## config.mk

```make
export PLATFORM = sky130hd
export DESIGN_NAME = dns_answer_address_extractor
export DESIGN_NICKNAME = d
export VERILOG_FILES = /design/src/dnsae_pkg.sv /design/src/dnsae_front.sv /design/src/dnsae_fifo.sv /design/src/dnsae_back.sv /design/src/dns_answer_address_extractor.sv
export VERILOG_INCLUDE_DIRS = /design/src /design/src/src
export SDC_FILE = /design/constraint.sdc
export NUM_CORES = 1
export LEC_CHECK = 0
export BUFFER_PORTS_ARGS = -buffer_cell sky130_fd_sc_hd__clkbuf_2
export CAP_MARGIN = 20
export CORE_UTILIZATION = 35
export DETAILED_ROUTE_END_ITERATION = 16
export HOLD_SLACK_MARGIN = 0.12
export MAX_ROUTING_LAYER = met4
export PLACE_DENSITY = 0.47
export SYNTH_ARGS = -nofsm -noshare
export SYNTH_HDL_FRONTEND = slang
export SYNTH_SLANG_ARGS = --single-unit
```

## constraint.sdc

```tcl
create_clock -name clk_i -period 9.9 [get_ports clk_i]
set_input_delay 0 -clock clk_i [delete_from_list [all_inputs] [get_ports clk_i]]
set_output_delay 0 -clock clk_i [all_outputs]
set_load 0.01 [all_outputs]
```

## src/dns_answer_address_extractor_macros.svh

```systemverilog
// Assertion macros for the DNS answer address extractor.
`ifndef DNS_ANSWER_ADDRESS_EXTRACTOR_MACROS_SVH
`define DNS_ANSWER_ADDRESS_EXTRACTOR_MACROS_SVH

`ifndef SYNTH
`define DNSAE_ASSERT(name, clk, rst_n, prop) \
  name: assert property (@(posedge clk) disable iff (!rst_n) prop) \
    else $error("dnsae assertion failed");
`define DNSAE_ASSERT_ALWAYS(name, clk, prop) \
  name: assert property (@(posedge clk) prop) \
    else $error("dnsae assertion failed");
`else
`define DNSAE_ASSERT(name, clk, rst_n, prop)
`define DNSAE_ASSERT_ALWAYS(name, clk, prop)
`endif

`endif

```

## src/dnsae_pkg.sv

```systemverilog
package dnsae_pkg;

  localparam int unsigned QDepth = 4;
  localparam int unsigned QPtrW  = 2;
  localparam int unsigned QCntW  = 3;

  typedef enum logic [2:0] {
    ST_OK      = 3'd0,
    ST_RCODE   = 3'd1,
    ST_NO_ADDR = 3'd2,
    ST_LABEL   = 3'd3,
    ST_TRUNC   = 3'd4
  } status_e;

  // One entry per input byte that yields results: an address, an end status, or both.
  typedef struct packed {
    logic        has_addr;
    logic        has_end;
    logic [31:0] addr;
    logic [31:0] ttl;
    logic [15:0] rec_addr;
    logic [15:0] rec_end;
    status_e     status;
  } evt_t;

endpackage

```

## src/dnsae_front.sv

```systemverilog
module dnsae_front #(
  parameter int unsigned MAX_PACKET_BYTES = 512
) (
  input  logic              clk_i,
  input  logic              rst_ni,
  input  logic              accept_i,
  input  logic [7:0]        data_byte_i,
  input  logic              last_byte_i,
  input  logic              cfg_we_i,
  input  logic [7:0]        cfg_wdata_i,
  output logic              evt_valid_o,
  output dnsae_pkg::evt_t   evt_o
);
  import dnsae_pkg::*;

  localparam int unsigned PosW = $clog2(MAX_PACKET_BYTES + 1);
  localparam logic [7:0]  PtrMask  = 8'hC0;
  localparam logic [7:0]  MaxLabel = 8'd63;
  localparam logic [15:0] TypeA    = 16'h0001;
  localparam logic [15:0] AddrLen  = 16'd4;
  localparam logic [15:0] FixedLen = 16'd10;
  localparam logic [15:0] QTail    = 16'd6;
  localparam int unsigned FlRcode = 0;
  localparam int unsigned FlAddr  = 1;
  localparam int unsigned FlLabel = 2;
  localparam int unsigned FlTrunc = 3;

  typedef enum logic [8:0] {
    PH_HEADER   = 9'b000000001,
    PH_QUESTION = 9'b000000010,
    PH_NAME     = 9'b000000100,
    PH_LABEL    = 9'b000001000,
    PH_POINTER  = 9'b000010000,
    PH_FIXED    = 9'b000100000,
    PH_SKIP     = 9'b001000000,
    PH_ADDR     = 9'b010000000,
    PH_DONE     = 9'b100000000
  } phase_e;

  phase_e           phase_q, phase_d;
  logic [PosW-1:0]  pos_q, pos_d;
  logic [15:0]      skip_q, skip_d;
  logic [15:0]      ans_q, ans_d;
  logic [15:0]      rec_q, rec_d;
  logic [3:0]       flags_q, flags_d;
  logic [7:0]       qlen_q, qlen_d;
  logic [15:0]      rtype_q, rtype_d;
  logic [31:0]      shift_q, shift_d;
  logic [31:0]      ttl_q, ttl_d;

  logic [15:0] skip_m1, ans_m1, rdlen;
  logic [31:0] shift_in;

  assign skip_m1  = skip_q - 16'd1;
  assign ans_m1   = ans_q - 16'd1;
  assign shift_in = {shift_q[23:0], data_byte_i};
  assign rdlen    = shift_in[15:0];

  always_comb begin
    phase_d = phase_q;
    pos_d   = pos_q;
    skip_d  = skip_q;
    ans_d   = ans_q;
    rec_d   = rec_q;
    flags_d = flags_q;
    qlen_d  = qlen_q;
    rtype_d = rtype_q;
    shift_d = shift_q;
    ttl_d   = ttl_q;
    evt_o   = '0;
    evt_o.status = ST_OK;

    if (cfg_we_i) begin
      qlen_d = cfg_wdata_i;
    end

    if (accept_i) begin
      if (pos_q >= PosW'(MAX_PACKET_BYTES)) begin
        flags_d[FlTrunc] = 1'b1;
      end else begin
        pos_d = pos_q + PosW'(1);
        case (phase_q)
          PH_HEADER: begin
            if (pos_q == PosW'(3) && data_byte_i[3:0] != 4'd0) begin
              flags_d[FlRcode] = 1'b1;
            end
            if (pos_q == PosW'(6)) begin
              ans_d = {data_byte_i, 8'd0};
            end
            if (pos_q == PosW'(7)) begin
              ans_d = {ans_q[15:8], data_byte_i};
            end
            if (pos_q == PosW'(11)) begin
              if (flags_q[FlRcode]) begin
                phase_d = PH_DONE;
              end else begin
                skip_d  = {8'd0, qlen_q} + QTail;
                phase_d = PH_QUESTION;
              end
            end
          end
          PH_QUESTION: begin
            skip_d = skip_m1;
            if (skip_m1 == 16'd0) begin
              phase_d = (ans_q != 16'd0) ? PH_NAME : PH_DONE;
            end
          end
          PH_NAME: begin
            if (data_byte_i == 8'd0) begin
              phase_d = PH_FIXED;
              skip_d  = FixedLen;
              shift_d = '0;
            end else if ((data_byte_i & PtrMask) == PtrMask) begin
              phase_d = PH_POINTER;
            end else begin
              if (data_byte_i > MaxLabel) begin
                flags_d[FlLabel] = 1'b1;
              end
              skip_d  = {8'd0, data_byte_i};
              phase_d = PH_LABEL;
            end
          end
          PH_LABEL: begin
            skip_d = skip_m1;
            if (skip_m1 == 16'd0) begin
              phase_d = PH_NAME;
            end
          end
          PH_POINTER: begin
            phase_d = PH_FIXED;
            skip_d  = FixedLen;
            shift_d = '0;
          end
          PH_FIXED: begin
            // skip counts down 10..1 across type, class, ttl, rdlength
            skip_d  = skip_m1;
            shift_d = shift_in;
            if (skip_q == 16'd9) begin
              rtype_d = shift_in[15:0];
              shift_d = '0;
            end else if (skip_q == 16'd7) begin
              shift_d = '0;
            end else if (skip_q == 16'd3) begin
              ttl_d   = shift_in;
              shift_d = '0;
            end else if (skip_q <= 16'd1) begin
              shift_d = '0;
              skip_d  = rdlen;
              if (rtype_q == TypeA && rdlen == AddrLen) begin
                phase_d = PH_ADDR;
              end else if (rdlen == 16'd0) begin
                rec_d   = rec_q + 16'd1;
                ans_d   = ans_m1;
                phase_d = (ans_m1 != 16'd0) ? PH_NAME : PH_DONE;
              end else begin
                phase_d = PH_SKIP;
              end
            end
          end
          PH_SKIP: begin
            skip_d = skip_m1;
            if (skip_m1 == 16'd0) begin
              rec_d   = rec_q + 16'd1;
              ans_d   = ans_m1;
              phase_d = (ans_m1 != 16'd0) ? PH_NAME : PH_DONE;
            end
          end
          PH_ADDR: begin
            shift_d = shift_in;
            skip_d  = skip_m1;
            if (skip_m1 == 16'd0) begin
              evt_o.has_addr  = 1'b1;
              evt_o.addr      = shift_in;
              evt_o.ttl       = ttl_q;
              evt_o.rec_addr  = rec_q;
              flags_d[FlAddr] = 1'b1;
              shift_d         = '0;
              rec_d           = rec_q + 16'd1;
              ans_d           = ans_m1;
              phase_d         = (ans_m1 != 16'd0) ? PH_NAME : PH_DONE;
            end
          end
          PH_DONE: begin
          end
          default: begin
          end
        endcase
      end

      if (last_byte_i) begin
        evt_o.has_end = 1'b1;
        evt_o.rec_end = rec_d;
        if (flags_d[FlRcode]) begin
          evt_o.status = ST_RCODE;
        end else if (flags_d[FlLabel]) begin
          evt_o.status = ST_LABEL;
        end else if (flags_d[FlTrunc] || phase_d != PH_DONE) begin
          evt_o.status = ST_TRUNC;
        end else if (!flags_d[FlAddr]) begin
          evt_o.status = ST_NO_ADDR;
        end else begin
          evt_o.status = ST_OK;
        end
        phase_d = PH_HEADER;
        pos_d   = '0;
        skip_d  = '0;
        ans_d   = '0;
        rec_d   = '0;
        flags_d = '0;
      end
    end
  end

  assign evt_valid_o = accept_i && (evt_o.has_addr || evt_o.has_end);

  always_ff @(posedge clk_i or negedge rst_ni) begin
    if (!rst_ni) begin
      phase_q <= PH_HEADER;
      pos_q   <= '0;
      skip_q  <= '0;
      ans_q   <= '0;
      rec_q   <= '0;
      flags_q <= '0;
      qlen_q  <= 8'd1;
    end else begin
      phase_q <= phase_d;
      pos_q   <= pos_d;
      skip_q  <= skip_d;
      ans_q   <= ans_d;
      rec_q   <= rec_d;
      flags_q <= flags_d;
      qlen_q  <= qlen_d;
    end
  end

  always_ff @(posedge clk_i) begin
    rtype_q <= rtype_d;
    shift_q <= shift_d;
    ttl_q   <= ttl_d;
  end

endmodule

```

## src/dnsae_fifo.sv

```systemverilog
`include "dns_answer_address_extractor_macros.svh"

module dnsae_fifo (
  input  logic            clk_i,
  input  logic            rst_ni,
  input  logic            push_i,
  input  dnsae_pkg::evt_t wdata_i,
  input  logic            pop_i,
  output dnsae_pkg::evt_t rdata_o,
  output logic            full_o,
  output logic            empty_o
);
  import dnsae_pkg::*;

  evt_t              mem_q [QDepth];
  logic [QPtrW-1:0]  wr_q, wr_d;
  logic [QPtrW-1:0]  rd_q, rd_d;
  logic [QCntW-1:0]  cnt_q, cnt_d;

  assign full_o  = (cnt_q == QCntW'(QDepth));
  assign empty_o = (cnt_q == '0);
  assign rdata_o = mem_q[rd_q];

  always_comb begin
    wr_d  = wr_q;
    rd_d  = rd_q;
    cnt_d = cnt_q;
    if (push_i) begin
      wr_d = wr_q + QPtrW'(1);
    end
    if (pop_i) begin
      rd_d = rd_q + QPtrW'(1);
    end
    if (push_i && !pop_i) begin
      cnt_d = cnt_q + QCntW'(1);
    end else if (pop_i && !push_i) begin
      cnt_d = cnt_q - QCntW'(1);
    end
  end

  always_ff @(posedge clk_i or negedge rst_ni) begin
    if (!rst_ni) begin
      wr_q  <= '0;
      rd_q  <= '0;
      cnt_q <= '0;
    end else begin
      wr_q  <= wr_d;
      rd_q  <= rd_d;
      cnt_q <= cnt_d;
    end
  end

  always_ff @(posedge clk_i) begin
    if (push_i) begin
      mem_q[wr_q] <= wdata_i;
    end
  end

  `DNSAE_ASSERT(a_cnt_bound, clk_i, rst_ni, cnt_q <= QCntW'(QDepth))
  `DNSAE_ASSERT(a_no_pop_empty, clk_i, rst_ni, empty_o |-> !pop_i)
  `DNSAE_ASSERT(a_no_push_full, clk_i, rst_ni, full_o |-> !push_i)
  `DNSAE_ASSERT(a_ptr_gap, clk_i, rst_ni, (wr_q - rd_q) == cnt_q[QPtrW-1:0])

endmodule

```

## src/dnsae_back.sv

```systemverilog
`include "dns_answer_address_extractor_macros.svh"

module dnsae_back (
  input  logic            clk_i,
  input  logic            rst_ni,
  input  logic            q_empty_i,
  input  dnsae_pkg::evt_t q_rdata_i,
  output logic            q_pop_o,
  output logic            out_valid_o,
  input  logic            out_ready_i,
  output logic            out_kind_o,
  output logic [31:0]     out_addr_o,
  output logic [31:0]     out_ttl_o,
  output logic [15:0]     out_rec_o,
  output logic [2:0]      out_status_o,
  output logic            out_last_o
);
  import dnsae_pkg::*;

  evt_t ent_q;
  logic ent_vld_q;
  logic addr_pend_q;
  logic take, done, load;

  assign take    = ent_vld_q && out_ready_i;
  assign done    = take && !(addr_pend_q && ent_q.has_end);
  assign load    = !ent_vld_q || done;
  assign q_pop_o = load && !q_empty_i;

  always_ff @(posedge clk_i or negedge rst_ni) begin
    if (!rst_ni) begin
      ent_vld_q   <= 1'b0;
      addr_pend_q <= 1'b0;
    end else if (q_pop_o) begin
      ent_vld_q   <= 1'b1;
      addr_pend_q <= q_rdata_i.has_addr;
    end else if (done) begin
      ent_vld_q   <= 1'b0;
      addr_pend_q <= 1'b0;
    end else if (take) begin
      addr_pend_q <= 1'b0;
    end
  end

  always_ff @(posedge clk_i) begin
    if (q_pop_o) begin
      ent_q <= q_rdata_i;
    end
  end

  // address beat goes out first when a byte yields both
  assign out_valid_o  = ent_vld_q;
  assign out_kind_o   = !addr_pend_q;
  assign out_addr_o   = addr_pend_q ? ent_q.addr : 32'd0;
  assign out_ttl_o    = addr_pend_q ? ent_q.ttl : 32'd0;
  assign out_rec_o    = addr_pend_q ? ent_q.rec_addr : ent_q.rec_end;
  assign out_status_o = addr_pend_q ? ST_OK : ent_q.status;
  assign out_last_o   = addr_pend_q ? !ent_q.has_end : 1'b1;

  `DNSAE_ASSERT(a_pend_needs_vld, clk_i, rst_ni, addr_pend_q |-> ent_vld_q)
  `DNSAE_ASSERT(a_split_keeps, clk_i, rst_ni,
                (take && addr_pend_q && ent_q.has_end) |=> (ent_vld_q && !addr_pend_q))

endmodule

```

## src/dns_answer_address_extractor.sv

```systemverilog
// DNS response parser: takes one message byte per clock on the slave stream
// (tlast on the final byte) and returns a result beat for each type A answer
// with a 4-byte address, then an end-status beat on the final byte. Input
// ready depends only on the 4-entry result queue, so bytes are accepted every
// clock unless the queue is full; the output side delivers one result per
// clock while the receiver is ready, so a byte that closes both an A record
// and the message takes two output beats. Bytes beyond MAX_PACKET_BYTES are
// not parsed and flag the message as truncated. query_name_length must only
// be written between messages.
module dns_answer_address_extractor #(
  parameter int unsigned MAX_PACKET_BYTES = 512
) (
  input  logic        clk_i,
  input  logic        rst_ni,
  input  logic        cfg_we_i,
  input  logic [7:0]  cfg_wdata_i,
  input  logic        s_axis_tvalid,
  output logic        s_axis_tready,
  input  logic [7:0]  s_axis_tdata,   // [7:0] data_byte
  input  logic        s_axis_tlast,   // last_byte
  output logic        m_axis_tvalid,
  input  logic        m_axis_tready,
  output logic [87:0] m_axis_tdata,   // [31:0] host_address, [63:32] time_to_live,
                                      // [79:64] record_number, [82:80] status
  output logic        m_axis_tuser,   // result_kind
  output logic        m_axis_tlast    // last
);
  import dnsae_pkg::*;

  logic        accept;
  logic        evt_valid;
  evt_t        evt;
  evt_t        q_rdata;
  logic        q_full, q_empty, q_pop;
  logic [31:0] out_addr, out_ttl;
  logic [15:0] out_rec;
  logic [2:0]  out_status;

  assign s_axis_tready = !q_full;
  assign accept        = s_axis_tvalid && s_axis_tready;

  dnsae_front #(
    .MAX_PACKET_BYTES(MAX_PACKET_BYTES)
  ) u_front (
    .clk_i       (clk_i),
    .rst_ni      (rst_ni),
    .accept_i    (accept),
    .data_byte_i (s_axis_tdata),
    .last_byte_i (s_axis_tlast),
    .cfg_we_i    (cfg_we_i),
    .cfg_wdata_i (cfg_wdata_i),
    .evt_valid_o (evt_valid),
    .evt_o       (evt)
  );

  dnsae_fifo u_fifo (
    .clk_i   (clk_i),
    .rst_ni  (rst_ni),
    .push_i  (evt_valid),
    .wdata_i (evt),
    .pop_i   (q_pop),
    .rdata_o (q_rdata),
    .full_o  (q_full),
    .empty_o (q_empty)
  );

  dnsae_back u_back (
    .clk_i        (clk_i),
    .rst_ni       (rst_ni),
    .q_empty_i    (q_empty),
    .q_rdata_i    (q_rdata),
    .q_pop_o      (q_pop),
    .out_valid_o  (m_axis_tvalid),
    .out_ready_i  (m_axis_tready),
    .out_kind_o   (m_axis_tuser),
    .out_addr_o   (out_addr),
    .out_ttl_o    (out_ttl),
    .out_rec_o    (out_rec),
    .out_status_o (out_status),
    .out_last_o   (m_axis_tlast)
  );

  assign m_axis_tdata = {5'd0, out_status, out_rec, out_ttl, out_addr};

endmodule

```

==> results.md, run 1 <==
Route:
- The routed design has 67160 um of wire.
- The first routing iteration left between 900 and 1000 violations.
- In the routed design, unresolved DRC markers number 0.
- Dividing the detail-routed via count by the number of cells gives a little over 5.
- The antenna violation net count after detailed routing is 0.
- Across all layers, the routed design uses 15450 vias.
- The detailed-route wire length per cell is roughly 22 um.
- The first detailed-routing pass ran for 5 iterations.

Power:
- Of the total power, combinational logic draws 0.208.
- Summed over all cells, the static leakage comes to between 0.01 and 0.015 uW.
- The net switching share of the total power is 0.2793.
- The switching power of the nets is 2215 uW.
- The highest ir drop seen on vdd is ~0.12 mV.
- The design internal power is between 5000 and 6000 uW.
- Power spread over the standard cell area amounts to about 250 mW/mm^2.
- The relative contribution of sequential cells to total power is 0.472.
- The final total power is about 7900 uW.
- The clock network fraction of total power is 0.320.

Finish:
- For this run, the post-layout net count is between 1500 and 2000.
- The relative area change from synthesis to final layout is 15.42%.
- Leaving out fill and tap cells, the most frequent cells in the layout are 576 x edfxtp_1, 150 x and2_1, 107 x clkbuf_2, 101 x mux4_2, 94 x nor2_1.
- The fraction of the core area covered by cells at the end of the flow is 0.4113.
- The diode insertion count for antenna repair is 0.
- The register cell area after layout is 0.01951 mm^2.
- In the final layout, the share of cells above drive strength 1 is 0.2077.
- The leading cell type in the layout, fill and taps excluded is edfxtp_1.
- The filler cells instantiated in the layout total about 7100.
- The area used by multi-input combinational logic is between 0.007 and 0.008 mm^2.
- The post-route standard cell area excluding fillers is 0.03208 mm^2.

Global routing:
- The number of global-route vias before repair came to around 16000.
- Across every metal layer, demand over resource in global routing totals 0.1733.
- The pin count of the biggest net entering global routing is 84.
- The global-route wire length before repair is 101800 um.
- Global routing finished with a remaining overflow of 0.
- The initial antenna violation count is 0.

Worst setup path:
- The cell depth of the worst flop-to-flop path is 11.
- The class of the most critical setup path is reg2reg.
- STA classifies the critical path endpoint as a flop.
- In this run the register-to-register setup slack is 4.86 ns.
- The launching element type of the critical path is a flop.
- In this run the critical register-to-register path is launched from u_front.skip_q[1].
- The most critical setup path has its startpoint at u_front.skip_q[1].
- The end of the worst register-to-register path is u_fifo.mem_q[0][3].
- In this run the worst path has a maximum fanout of between 40 and 50.
- At the worst endpoint, the required time is 10.13 ns.
- The arrival time reported for the critical path endpoint is about 5.3 ns.

Yosys:
- The library cell occupying the most area in the post-synthesis netlist is edfxtp_1.
- The synthesized netlist occupies a cell area of ~0.028 mm^2.
- After synthesis, the mean cell area works out to ~16 um^2.
- Counting flops with an async set or reset pin after synthesis yields a share of 0.1325.
- The number of library cell types mapped by synthesis is 89.
- In this run, synthesis produced a sequential element count of ~660.
- Of the synthesized area, sequential elements account for 0.7017.
- In the synthesized netlist the dominant register cell turns out to be edfxtp_1.
- The number of synthesized flops with an enable pin is around 580.
- Of the post-synthesis cell area, the dominant cell type holds 0.6224.
- By area the synthesized netlist is led by edfxtp_1 62%, mux4_2 8.2%, dfrtp_1 7.7%.
- The number of warnings reported in the yosys synthesis log is 0.
- The number of cells produced by synthesis is 1747.

Placement:
- The worst setup slack before clock tree synthesis is between 4 and 5 ns.
- In this run the cell area measured after placement is around 0.03 mm^2.
- The routability congestion estimate is 0.8407.
- The wire-length estimate of the detail-placed layout is between 40000 and 50000 um.
- The count of buffers added on input and output ports is between 100 and 150.

CTS:
- The clock tree synthesis step divided the H-tree into 3 levels.
- The later pin in the worst-skew pair is clocked with a latency of a little over 0.6 ns.
- The post-cts sizing count is 0.
- The number of buffers created by CTS is 73.
- CTS saw between 600 and 700 sinks.
- The clock edge transition at the registers on the reported setup and hold paths is about 0.060 ns.
- TritonCTS built the clock tree.
- The cell chosen for the clock root is clkbuf_16.
- The maximum number of buffers from clock root to sink is 3.

Run:
- The count of maximum capacitance violations is 0.

Run status:
- The run finished with clean final reports.

Floorplanning:
- The vertical die dimension is around 280 um.
- The top-level I/O count is 114.
- The floorplan step defined a die boundary enclosing 0.08053 mm^2.
- The total area inside the core boundary comes to around 0.078 mm^2.
- The count of standard-cell rows is between 100 and 150.
- The die width is between 200 and 300 um.
- The starting density of the core is 0.3564.

Timing:
- The achievable clock frequency is 198.6 MHz.
- Clock skew on the completed layout was measured at around 0.028 ns.
- Adding up every negative setup slack in the final design gives 0 ns.
- The count of endpoints failing setup in the final report is 0.
- The normalized max-slew margin is 0.2849.
- The slew at the pin closest to its max-slew limit is about 1.1 ns.
- Setup repair after global routing left no endpoint under its margin.
- In the finished design, the share of the clock period the worst path needs comes to 0.5087.
- The final-report max-slew violation count was 0.
- The post-route minimum period is approximately 5 ns.
- In the post-route analysis, the smallest setup slack over all paths is approximately 4.9 ns.
- The final count of hold timing violations is 0.

Worst hold path:
- The instance count along the most critical hold path is 5.
- The worst min-delay path category is in2reg.
- The worst hold endpoint is u_back.addr_pend_q.
- The launch instance of the worst min-delay path is m_axis_tready.
==> sequential cells by signal (all words and copies together), names as in the netlist <==
name and count:
u_back.ent_q 100, u_front.pos_q 10, u_back.out_valid_o 1, u_fifo.wr_q 2, u_front.rec_q 16, u_front.skip_q 16
u_fifo.mem_q 404, u_front.shift_q 24, u_fifo.rd_q 2, u_front.phase_q 9, u_front.rtype_q 16, u_front.ttl_q 32
u_front.flags_q 4, u_back.addr_pend_q 1, u_fifo.cnt_q 3, u_front.ans_q 16, u_front.qlen_q 8
==> cell usage after synthesis (all sizes together), types with 6 or more instances <==
cell type  count
ha            16
or3            7
edfxtp       576
a32oi          6
nor3          35
o32ai          7
buf           39
mux2          23
a22oi         13
o31ai         12
nand2b         8
mux4         101
xnor2         28
nor4          22
dfrtp         86
and3          14
xor2          20
nand4         17
o21ai         69
inv           26
a22o           6
nand3         19
nor2          97
a21oi         44
a31oi         13
nand2         88
mux2i          9
nor2b         31
and2         154
clkbuf        67
o21a           6
==> worst max path at each step <==
stage / endpoint / cells after the start / slack [ns]
CTS: u_fifo.mem_q[0][15] / 8 / 4.78
global placement: u_fifo.mem_q[0][19] / 11 / 4.83
floorplan: u_fifo.cnt_q[1] / 8 / 2.80
finish: u_fifo.mem_q[0][3] / 11 / 4.86
global route: u_fifo.mem_q[0][40] / 11 / 4.47
detailed placement: u_fifo.mem_q[0][19] / 8 / 4.79
==> cell families after synthesis <==
family	synth area share
AOI/OAI and AO/OA	0.05520
buffers and inverters	0.01981
xor gates and xnor gates	0.01513
muxes	0.09441
adders and majority gates	0.008284
other	0.0001349
and+or+nand+nor	0.1053
DFF	0.7017
==> worst max-delay path, cell delays in order (launching register included) <==
cell	delay [ns]
dfrtp_1	0.45
inv_1	0.11
ha_1	0.32
o21ai_0	0.25
or4b_4	0.54
a311oi_2	0.42
nand3_1	0.31
nor3_4	0.24
or2_2	0.22
and2_4	0.47
buf_4	0.64
buf_4	0.61
==> area by class of cell <==
class / instances / area share
clock buffer: 103 / 0.06175
clock inverter: 29 / 0.007060
inverter: 26 / 0.003043
multi-input combinational: 955 / 0.2431
sequential: 664 / 0.6082
tap: 1040 / 0.04057
timing repair buffer: 173 / 0.03628
==> routing by layer <==
metal | global-route usage | routed length [um] | vias to the layer above
li1 | - | - | 7009
met4 | 0.05243 | 1434 | 0
met2 | 0.2830 | 33500 | 341
met3 | 0.02677 | 2675 | 85
met1 | 0.2225 | 29550 | 8014
met5 | - | 0 | -
==> power by group through the flow <==
stage                     clock (uW)  combinational (uW)  sequential (uW)
after floorplan                    0                1160             3720
after global placement             0                1630             3850
after detailed placement           0                1630             3860
after CTS                       2620                1650             3800
after global routing            2720                1810             3790
final                           2540                1650             3750
==> what timing repair did <==
item                                   CTS  global route
buffers inserted                         0             0
hold buffers                            34             0
endpoints found under the hold margin  192             0
==> per-stage QoR <==
stage | hold WS, ns | instances
2_1_floorplan | -0.2956 | 1751
4_1_cts | 0.2320 | 2986
3_5_place_dp | -0.03367 | 2820
6_report | 0.2626 | 2990
3_3_place_gp | -0.03601 | 2819
5_1_grt | 0.2867 | 2990
(Power assumes the default switching activity.)
==> run 2: changes to the inputs <==
- PLACE_DENSITY: 0.47 -> 0.49
- clock period: 9.9 -> 4.2 ns (I/O delays scaled with it)
==> results.md, run 2 (synthesis results as in run 1) <==
Run status:
- The run finished with clean final reports.

Timing:
- For the pin with the worst max-slew slack, the measured transition is 1.051 ns.
- Setup slack closes at 0.2552 ns.
- The post-route minimum period is between 3 and 4 ns.
- Derived from the worst setup path, the maximum achievable clock frequency is about 250 MHz.
- Setup repair after global routing left no endpoint under its margin.
- The final cycle utilization of the critical path is 0.9392.
- The setup total negative slack is 0 ns.
- The worst pin sits at a relative slew slack of 0.2993.
- For the final database, setup skew stands at 0.02678 ns.
- The final count of hold timing violations is 0.
- Setup violations remaining at the end of the flow were counted as 0.
- The final-report max-slew violation count came to 0.

Placement:
- The sum of net half-perimeters after detailed placement is between 40000 and 50000 um.
- OpenSTA, run right after detailed placement, puts the worst setup slack at around 0.27 ns.
- The routability congestion estimate is roughly 0.89.
- The number of input and output port buffers inserted is around 110.

CTS:
- The clock reaches the later pin of the worst-skew pair after 0.62 ns.
- The TritonCTS clock tree is done.
- After clock tree synthesis, the clock-pin slew on the worst setup and hold paths is 0.06 ns.
- CTS saw 664 sinks.
- The H-tree was split into 3 levels.
- The number of setup buffers added after CTS is 0.
- The cell sitting at the root of the clock tree is a clkbuf_16.
- The number of clock buffers added by TritonCTS is 74.
- No sink is reached through more buffers than the 3 on the longest clock path.

Global routing:
- The global-route wire length before repair is just over 100000 um.
- The initial antenna violation count is 1.
- The total routing resource utilization after global routing is 0.1705.
- Entering global routing, the biggest net connects 86 pins.
- The total grt overflow is 0.
- The number of global-route vias before repair is 16020.

Power:
- The share of power burned in combinational logic is 0.201.
- The final total power is around 19000 uW.
- For this design the total switching power over the nets is between 5000 and 6000 uW.
- The total power divided by cell area is roughly 600 mW/mm^2.
- Of the total power, registers draw 0.470.
- The internal portion of the total power is around 14000 uW.
- The highest ir drop seen on vdd is roughly 0.31 mV.
- Of the total power, the share spent switching nets is 0.2766.
- The share of total power dissipated in the clock network is 0.329.
- In this run the static leakage power is about 0.012 uW.

Worst setup path:
- The category of the worst setup path capture point is a flop.
- For the worst setup path, the data required time is 4.74 ns.
- The class of the most critical setup path is reg2reg.
- For the worst setup path, the data arrival time is approximately 4.5 ns.
- The launching element type of the critical path is a flop.
- Counting cells, the worst reg-to-reg path comes to 14.
- The biggest fanout along the worst timing path is 10.

Finish:
- The number of nets at the end of the flow is approximately 2000.
- In the final layout, the share of cells above drive strength 1 is 0.2235.
- Leaving out fill and tap cells, the most frequent cell in the layout is edfxtp_1.
- The register with the most flip-flops in the layout has 404 of them.
- The area growth from synthesis to layout is 17.07%.
- The register ranked first by flip-flop count is u_fifo.mem_q.
- 0 antenna diodes ended up in the layout.
- In the layout the commonest cells are 576 x edfxtp_1, 150 x and2_1, 107 x clkbuf_2, 101 x mux4_2, 94 x nor2_1.
- In the final layout, the registers with the most flip-flops are u_fifo.mem_q x404, u_back.ent_q x100, u_front.ttl_q x32.

Floorplanning:
- The die covers 0.08053 mm^2.
- The die is approximately 280 um tall.
- Pin placement for this block handled 114 I/O pins.
- From left edge to right edge, the die measures roughly 280 um.
- The floorplan step defined a core boundary enclosing 0.07798 mm^2.
- Row generation in the floorplan step produced 102 rows.
- The initial utilization of the core area, before any placement, comes to 0.3564.

Route:
- The number of iterations in the first detailed-routing pass is 5.
- The detail route stage leaves a number of antenna-violating nets equal to 0.
- The detailed-route wire length per cell is ~22 um.
- The sum of routed wire length over all layers is 66120 um.
- The post-detailed-route DRC marker count is 0.
- For this block, the initial DRC count from the detailed router was around 1100.
- For this block, the via count after detailed routing is 15460.
- Dividing the detail-routed via count by the number of cells gives 5.123.

Run:
- The count of maximum capacitance violations is 0.

Worst hold path:
- The worst hold path belongs to the class in2reg.
- The instance count along the most critical hold path is 3.
run 2: path summary, 6_finish.rpt:
path	startpoint	end	slack, ns
min reg2reg	u_front.shift_q[15]	u_front.ttl_q[23]	0.49
min	cfg_we_i	u_front.qlen_q[1]	0.30
min in group asynchronous	rst_ni	u_front.phase_q[0]	0.53
max in group asynchronous	rst_ni	u_front.qlen_q[0]	3.25
max reg2reg	u_front.skip_q[0]	u_fifo.cnt_q[2]	0.26
max	u_front.skip_q[0]	u_fifo.cnt_q[2]	0.26
run 2: per-layer routing:
layer / track usage / up-vias / part of all wire
met5: - / - / 0
met4: 0.04581 / 0 / 0.018
li1: - / 7075 / -
met1: 0.2248 / 7965 / 0.46
met3: 0.02299 / 88 / 0.038
met2: 0.2768 / 332 / 0.49
run 2: power by group through the flow:
stage / clock network [uW] / logic, uW / registers, uW
detailed placement: 0 / 3920 / 9100
floorplan: 0 / 2750 / 8690
finish: 6270 / 3830 / 8940
global route: 6720 / 4170 / 9060
global placement: 0 / 3920 / 9070
CTS: 6460 / 3970 / 8960
run 2: per-stage QoR:
stage	instance area, um^2	hold WS, ns	util	instances
6_report	32540	0.2959	0.4172	3018
5_1_grt	32540	0.3239	0.4172	3018
4_1_cts	32500	0.2453	0.4169	3017
3_5_place_dp	29780	0.1083	0.3819	2847
3_3_place_gp	29770	0.09829	0.3817	2846
2_1_floorplan	27820	-0.2956	-	1751
run 2: area by class of cell:
class                      instances  area, um^2
tap                             1040        1301
fill                            7043       45440
sequential                       664       19510
clock buffer                      95        1983
timing repair buffer             199        1466
multi-input combinational        955        7811
inverter                          26       97.59
clock inverter                    39       365.4
run 2: what timing repair did:
action / in CTS / in global routing
endpoints found under the setup margin: 0 / 1
hold buffers: 36 / 0
endpoints found under the hold margin: 197 / 0
resized for setup: 0 / 2
run 2: critical path, cell delays in order (launching register included):
cell      delay, ns
dfrtp_1        0.47
inv_1          0.09
ha_1           0.32
o21ai_0        0.26
or4b_4         0.55
a311oi_4       0.45
nand3_1        0.21
nor3_4         0.20
or2_2          0.23
ha_1           0.21
inv_1          0.06
fa_1           0.38
xor2_1         0.17
nor2_1         0.11
xor2_1         0.16
